--- src/rtl/core/tre_pkg.sv ---
`default_nettype none

package tre_pkg;

  typedef logic [2:0] op_t;

  localparam op_t OP_RESET      = 3'd0;
  localparam op_t OP_TRANSMIT   = 3'd1;
  localparam op_t OP_ACK        = 3'd2;
  localparam op_t OP_TIMEOUT    = 3'd3;
  localparam op_t OP_RETRANSMIT = 3'd4;
  localparam op_t OP_FLIGHT_ACK = 3'd5;

  typedef logic [1:0] reg_index_t;

  localparam reg_index_t REG_TS_ENABLED  = 2'd0;
  localparam reg_index_t REG_RTO_MIN     = 2'd1;
  localparam reg_index_t REG_RTO_MAX     = 2'd2;
  localparam reg_index_t REG_RTO_INITIAL = 2'd3;

  localparam logic [31:0] RTO_MIN_RESET     = 32'd1000;
  localparam logic [31:0] RTO_MAX_RESET     = 32'd60000;
  localparam logic [31:0] RTO_INITIAL_RESET = 32'd1000;

  // when the bounds cross, min wins for values below min and max wins for all others
  function automatic logic [31:0] clamp_rto(input logic [34:0] v,
                                            input logic [31:0] lo,
                                            input logic [31:0] hi);
    logic [31:0] r;
    if (v < {3'b000, lo}) begin
      r = lo;
    end else if (v > {3'b000, hi}) begin
      r = hi;
    end else begin
      r = v[31:0];
    end
    return r;
  endfunction

endpackage

`default_nettype wire

--- src/rtl/core/tcp_rto_estimator_unit.sv ---
// RTT / RTO estimator with timestamp probes and Karn suppression.
// An accepted item is held in the input register, then the state update loads
// the result register.
// Throughput: one event per cycle unless result_stall holds the result register; the state loop is not pipelined.
// Reset (rst, synchronous): config registers to their defaults, SRTT/RTTVAR 0,
// RTO 1000 ms, no probe, no suppression, pipeline empty.
`default_nettype none

module tcp_rto_estimator_unit (
  input  wire logic        clk,
  input  wire logic        rst,

  input  wire logic        cfg_write_en,
  input  wire logic [1:0]  cfg_index,
  input  wire logic [31:0] cfg_data,

  input  wire logic        item_valid,
  output logic             item_stall,
  input  wire logic [2:0]  operation,
  input  wire logic [31:0] segment_end_seq,
  input  wire logic [31:0] segment_tsval,
  input  wire logic [31:0] ack_number,
  input  wire logic        echo_present,
  input  wire logic [31:0] echo_tsecr,
  input  wire logic [31:0] now_ms,

  output logic             result_valid,
  input  wire logic        result_stall,
  output logic             sample_taken,
  output logic [31:0]      rto_out_ms,
  output logic [31:0]      srtt_out_ms,
  output logic [31:0]      rttvar_out_ms,
  output logic             in_retransmit,
  output logic             probe_armed
);

  // configuration
  logic        timestamps_enabled;
  logic [31:0] rto_min_ms;
  logic [31:0] rto_max_ms;
  logic [31:0] rto_initial_ms;

  always_ff @(posedge clk) begin
    if (rst) begin
      timestamps_enabled <= 1'b1;
      rto_min_ms         <= tre_pkg::RTO_MIN_RESET;
      rto_max_ms         <= tre_pkg::RTO_MAX_RESET;
      rto_initial_ms     <= tre_pkg::RTO_INITIAL_RESET;
    end else if (cfg_write_en) begin
      case (tre_pkg::reg_index_t'(cfg_index))
        tre_pkg::REG_TS_ENABLED:  timestamps_enabled <= cfg_data[0];
        tre_pkg::REG_RTO_MIN:     rto_min_ms         <= cfg_data;
        tre_pkg::REG_RTO_MAX:     rto_max_ms         <= cfg_data;
        tre_pkg::REG_RTO_INITIAL: rto_initial_ms     <= cfg_data;
        default: ;
      endcase
    end
  end

  // input register
  logic              s1_valid;
  tre_pkg::op_t      s1_op;
  logic [31:0]       s1_end_seq;
  logic [31:0]       s1_tsval;
  logic [31:0]       s1_ack;
  logic              s1_echo;
  logic [31:0]       s1_tsecr;
  logic [31:0]       s1_now;
  logic              advance;

  assign advance    = s1_valid && (!result_valid || !result_stall);
  assign item_stall = s1_valid && !advance;

  always_ff @(posedge clk) begin
    if (rst) begin
      s1_valid <= 1'b0;
    end else if (!item_stall) begin
      s1_valid <= item_valid;
    end
  end

  always_ff @(posedge clk) begin
    if (item_valid && !item_stall) begin
      s1_op      <= operation;
      s1_end_seq <= segment_end_seq;
      s1_tsval   <= segment_tsval;
      s1_ack     <= ack_number;
      s1_echo    <= echo_present;
      s1_tsecr   <= echo_tsecr;
      s1_now     <= now_ms;
    end
  end

  // estimator state
  logic [31:0] smoothed_rtt;
  logic [31:0] rtt_variance;
  logic [31:0] timeout_value;
  logic        probe_valid;
  logic [31:0] probe_end_sequence;
  logic [31:0] probe_timestamp;
  logic        retransmitting;

  logic [31:0] smoothed_rtt_next;
  logic [31:0] rtt_variance_next;
  logic [31:0] timeout_value_next;
  logic        probe_valid_next;
  logic [31:0] probe_end_sequence_next;
  logic [31:0] probe_timestamp_next;
  logic        retransmitting_next;
  logic        took;

  logic [31:0] seq_delta;
  logic        ack_ok;
  logic [31:0] raw_sample;
  logic [31:0] sample;
  logic [31:0] diff;
  logic [34:0] var_sum;
  logic [34:0] srtt_sum;
  logic [31:0] srtt_upd;
  logic [31:0] var_upd;
  logic [34:0] rto_sum;
  logic [34:0] rto_double;

  always_comb begin
    seq_delta  = s1_ack - probe_end_sequence;
    ack_ok     = timestamps_enabled && s1_echo && probe_valid && !retransmitting
                 && (s1_tsecr == probe_timestamp) && !seq_delta[31];
    raw_sample = s1_now - s1_tsecr;
    sample     = (raw_sample == 32'd0) ? 32'd1 : raw_sample;
    diff       = (smoothed_rtt > sample) ? smoothed_rtt - sample
                                         : sample - smoothed_rtt;
    var_sum    = {1'b0, rtt_variance, 2'b00} - {3'b000, rtt_variance}
                 + {3'b000, diff};
    srtt_sum   = {smoothed_rtt, 3'b000} - {3'b000, smoothed_rtt}
                 + {3'b000, sample};
    if (smoothed_rtt == 32'd0) begin
      srtt_upd = sample;
      var_upd  = {1'b0, sample[31:1]};
    end else begin
      srtt_upd = srtt_sum[34:3];
      var_upd  = var_sum[33:2];
    end
    rto_sum    = {3'b000, srtt_upd} + {1'b0, var_upd, 2'b00};
    rto_double = {2'b00, timeout_value, 1'b0};

    smoothed_rtt_next       = smoothed_rtt;
    rtt_variance_next       = rtt_variance;
    timeout_value_next      = timeout_value;
    probe_valid_next        = probe_valid;
    probe_end_sequence_next = probe_end_sequence;
    probe_timestamp_next    = probe_timestamp;
    retransmitting_next     = retransmitting;
    took                    = 1'b0;

    case (s1_op)
      tre_pkg::OP_RESET: begin
        smoothed_rtt_next       = 32'd0;
        rtt_variance_next       = 32'd0;
        timeout_value_next      = rto_initial_ms;
        probe_valid_next        = 1'b0;
        probe_end_sequence_next = 32'd0;
        probe_timestamp_next    = 32'd0;
        retransmitting_next     = 1'b0;
      end
      tre_pkg::OP_TRANSMIT: begin
        if (timestamps_enabled && !retransmitting && !probe_valid) begin
          probe_end_sequence_next = s1_end_seq;
          probe_timestamp_next    = s1_tsval;
          probe_valid_next        = 1'b1;
        end
      end
      tre_pkg::OP_ACK: begin
        if (ack_ok) begin
          took               = 1'b1;
          smoothed_rtt_next  = srtt_upd;
          rtt_variance_next  = var_upd;
          timeout_value_next = tre_pkg::clamp_rto(rto_sum, rto_min_ms, rto_max_ms);
          probe_valid_next   = 1'b0;
        end
      end
      tre_pkg::OP_TIMEOUT: begin
        timeout_value_next  = tre_pkg::clamp_rto(rto_double, rto_min_ms, rto_max_ms);
        probe_valid_next    = 1'b0;
        retransmitting_next = 1'b1;
      end
      tre_pkg::OP_RETRANSMIT: begin
        probe_valid_next    = 1'b0;
        retransmitting_next = 1'b1;
      end
      tre_pkg::OP_FLIGHT_ACK: begin
        probe_valid_next    = 1'b0;
        retransmitting_next = 1'b0;
      end
      default: ;
    endcase
  end

  always_ff @(posedge clk) begin
    if (rst) begin
      smoothed_rtt       <= 32'd0;
      rtt_variance       <= 32'd0;
      timeout_value      <= tre_pkg::RTO_INITIAL_RESET;
      probe_valid        <= 1'b0;
      probe_end_sequence <= 32'd0;
      probe_timestamp    <= 32'd0;
      retransmitting     <= 1'b0;
    end else if (advance) begin
      smoothed_rtt       <= smoothed_rtt_next;
      rtt_variance       <= rtt_variance_next;
      timeout_value      <= timeout_value_next;
      probe_valid        <= probe_valid_next;
      probe_end_sequence <= probe_end_sequence_next;
      probe_timestamp    <= probe_timestamp_next;
      retransmitting     <= retransmitting_next;
    end
  end

  // result register
  always_ff @(posedge clk) begin
    if (rst) begin
      result_valid <= 1'b0;
    end else if (!result_valid || !result_stall) begin
      result_valid <= s1_valid;
    end
  end

  always_ff @(posedge clk) begin
    if (advance) begin
      sample_taken  <= took;
      rto_out_ms    <= timeout_value_next;
      srtt_out_ms   <= smoothed_rtt_next;
      rttvar_out_ms <= rtt_variance_next;
      in_retransmit <= retransmitting_next;
      probe_armed   <= probe_valid_next;
    end
  end

endmodule

`default_nettype wire

--- config.mk ---
export PLATFORM = sky130hd
export DESIGN_NAME = tcp_rto_estimator_unit
export DESIGN_NICKNAME = d
export VERILOG_FILES = /design/src/rtl/core/tre_pkg.sv /design/src/rtl/core/tcp_rto_estimator_unit.sv
export SDC_FILE = /design/constraint.sdc
export NUM_CORES = 2
export LEC_CHECK = 0
export BUFFER_PORTS_ARGS = -buffer_cell sky130_fd_sc_hd__clkbuf_2
export CAP_MARGIN = 15
export CORE_UTILIZATION = 48
export CTS_BUF_LIST = sky130_fd_sc_hd__clkbuf_4 sky130_fd_sc_hd__clkbuf_8
export DETAILED_ROUTE_END_ITERATION = 12
export GPL_TIMING_DRIVEN = 1
export PLACE_DENSITY = 0.66
export SYNTH_ARGS = -nofsm -noshare
export SYNTH_HDL_FRONTEND = slang
export SYNTH_SLANG_ARGS = --single-unit
--- constraint.sdc ---
create_clock -name clk -period 20.7 [get_ports clk]
set_input_delay 3.105 -clock clk [delete_from_list [all_inputs] [get_ports clk]]
set_output_delay 3.105 -clock clk [all_outputs]
set_load 0.01 [all_outputs]
==> flow_metrics.py <==
metrics = {
    "grt": {
        "grt_max_degree": 78,
        "grt_pass1_wl_um": 196000,
        "gr-total-overflow": 0,
        "antenna_found_initial": 12,
        "grt.total_usage": 0.330,
        "first_global_vias": 31436,
    },
    "pwr": {
        "ir_worst_vdd_uv": 271,
        "power.density_nw_per_um2": 164,
        "power_leakage_nw": 17.3,
    },
    "job": {
        "maxCapViolCount": 0,
    },
    "critical_path": {
        "cp.required_ns": 21.10,
        "crit_path_top_delay_cell": "o41ai_4",
        "r2r_setup_slack_ns": 4.14,
        "crit_type": "reg -> reg",
        "cp-end-kind": "register",
        "rr_worst_depth": 60,
        "worst_ep_arrival_time_ns": 16.96,
        "timing.rr.end": "rto_out_ms[25]",
        "cp_slowest_stage_delay_ns": 0.73,
        "rr_startpoint": "s1_tsecr[3]",
        "worstPathMaxFanout": 26,
        "cp-start-kind": "register",
    },
    "final_layout": {
        "drive_above_1_share": 0.130,
        "fillers": 7226,
        "nets": 5086,
        "post-route-cell-area_um2": 41400,
        "syn_to_final_growth_pct": 11.8,
    },
    "sta": {
        "hold_viol_final": 0,
        "setup_tns_ns": 0,
        "period_share": 0.800,
        "fmax_ghz": 0.0604,
        "layout_min_cycle_time_ns": 16.56,
        "slew_violations": 0,
        "setup_violations": 0,
        "relSlewSlack": 0.164,
        "tightestPinTransition_ns": 1.25,
        "fin_skew_ns": 0.0811,
        "rsz0062_at_grt": "false",
    },
    "floorplanning": {
        "dieArea_um2": 78200,
        "start_util": 0.487,
        "core_um2": 76100,
        "die_h_um": 280,
        "io_pins": 304,
        "fp-row-count": 101,
        "dieWidth_um": 280,
    },
    "routing": {
        "wl_per_cell_um": 23.8,
        "drt-pass1-iter-count": 12,
        "ant_nets": 0,
        "vias": 34143,
        "drc": 2,
        "drt-initial-drc-count": 3779,
        "via_per_inst": 6.11,
        "wl_um": 133000,
    },
    "clock_tree": {
        "cts_root_buf": "clkbuf_8",
        "holdBufCountCts": 0,
        "path_clk_slew_ns": 0.06,
        "ctsResizeCount": 0,
        "htreeDepth": 3,
        "clkLatencyLatePin_ns": 0.75,
        "cts_buffer_depth": 3,
        "cts_num_sinks": 524,
        "cts_setup_buffers": 0,
        "numCtsBuffers": 91,
        "cts_tree": "yes",
    },
    "min_path": {
        "min_to": "probe_end_sequence[18]",
        "hold_path_depth": 2,
        "worstHoldStart": "probe_end_sequence[18]",
        "hold_path.class": "reg -> reg",
    },
    "yosys": {
        "synth-xor-area-share": 0.0400,
        "synthTopCellsByArea": "edfxtp_1 21%, dfxtp_1 14%, ha_1 12%",
        "synthCells": 4244,
        "synth_mux_area_frac": 0.0221,
        "synth-edff-count": 263,
        "synthAdderAreaFrac": 0.152,
        "synth-compound-area-share": 0.233,
        "synth_simple_gate_area_share": 0.139,
        "synth_seq_cells": 524,
        "yosysMostFrequentCell": "a21oi_1",
        "synth_top_cell_area_share": 0.213,
        "async_flop_share": 0,
        "synth_nets": 4857,
        "ys_seq_area_frac": 0.355,
        "synth_area_leader_cell": "edfxtp_1",
        "ys_warn_count": 0,
        "avgSynthCellArea_um2": 8.72,
        "synth.cell_area_um2": 37000,
        "yosys-top-cells-count": "514 x a21oi_1, 477 x nand2_1, 377 x inv_1",
        "synth_top_family_by_area": "compound AO/OA/AOI/OAI gates",
        "synth_cell_type_count": 82,
        "ys.flop_type": "edfxtp_1",
    },
    "placed_design": {
        "hpwl_um": 99600,
        "io_buffers": 303,
        "gp_congestion": 1.03,
        "placed_area_um2": 39400,
    },
    "run_status": {
        "violations": "DRC",
        "outcome": "complete, but fails checks",
    },
}
[final cells by class]
cell class | instances | area [µm²] | area share
multi-input combinational | 3135 | 21800 | 0.526
sequential | 524 | 13100 | 0.317
timing repair buffer | 341 | 1810 | 0.0437
clock buffer | 131 | 1620 | 0.0390
inverter | 380 | 1430 | 0.0346
tap | 1030 | 1290 | 0.0311
clock inverter | 37 | 327 | 0.00789
antenna | 7 | 17.5 | 0.000423
[worst max-delay path: cells and delay by family (launching register included)]
family	cells	cell delay (ns)
mux	2	0.58
flops	1	0.38
simple gates	16	4.27
fa+ha+maj	7	2.31
compound gates	24	5.99
buf+inv	7	1.55
xor+xnor	4	1.18
[state kept, by name (all words and copies together) (netlist names), 3 cells and up]
name                count
rto_out_ms             32
rttvar_out_ms          32
rto_min_ms             32
probe_end_sequence     32
s1_tsecr               32
s1_op                   3
smoothed_rtt           32
s1_tsval               32
s1_ack                 32
rto_max_ms             32
rtt_variance           32
srtt_out_ms            32
s1_now                 32
timeout_value          32
s1_end_seq             32
probe_timestamp        32
rto_initial_ms         32
[cells in the final DEF (no fill, tap or decap), drive strengths merged, types with 51 or more instances in the layout]
cell    count
nand4      65
a21oi     515
inv       387
a21o      131
dfxtp     261
xnor2     114
fa         65
nand2     477
o21ai     238
edfxtp    263
clkbuf    433
a31oi      51
nand3     136
nor2      205
ha        345
xor2       55
a22o       53
nor3       51
[where the power goes]
group	switching (mW)	internal, mW
Sequential	0.0277	1.13
Combinational	2.93	1.66
Clock	0.474	0.549
Total	3.43	3.34
[metrics by stage]
step / power, mW / hold slack (ns) / setup slack (ns) / std cells / util
2_1_floorplan: 4.33 / 0.432 / 6.60 / 4244 / -
3_3_place_gp: 5.55 / 0.438 / 4.84 / 5410 / 0.518
3_5_place_dp: 5.59 / 0.445 / 4.54 / 5410 / 0.518
4_1_cts: 6.63 / 0.451 / 4.48 / 5578 / 0.544
5_1_grt: 7.18 / 0.465 / 3.25 / 5582 / 0.544
6_report: 6.77 / 0.450 / 4.14 / 5585 / 0.544
[logic make-up after synthesis]
kind of cell,Yosys count
adder cells (fa/ha/maj),410
XOR/XNOR,169
buffers and inverters,585
multiplexers,78
AO/OA/AOI/OAI,1361
AND/OR/NAND/NOR,1117
flip-flops,524
[worst max path at each step]
stage	from	end	slack (ns)	cells past startpoint
6_report	s1_tsecr[3]	rto_out_ms[25]	4.14	60
5_1_grt	s1_now[0]	rto_out_ms[25]	3.25	62
4_1_cts	s1_now[0]	rto_out_ms[25]	4.48	62
3_5_place_dp	s1_now[0]	rto_out_ms[18]	4.54	62
3_3_place_gp	s1_now[0]	rto_out_ms[4]	4.84	62
2_1_floorplan	s1_now[0]	rto_out_ms[30]	6.60	67
[layer usage]
layer	up-vias	GRT usage	part of all wire
met1	16198	0.458	0.43
met3	318	0.0837	0.11
met5	-	0	0.00059
met4	12	0.149	0.046
met2	1793	0.481	0.42
li1	15822	-	-
(Power assumes the default switching activity.)
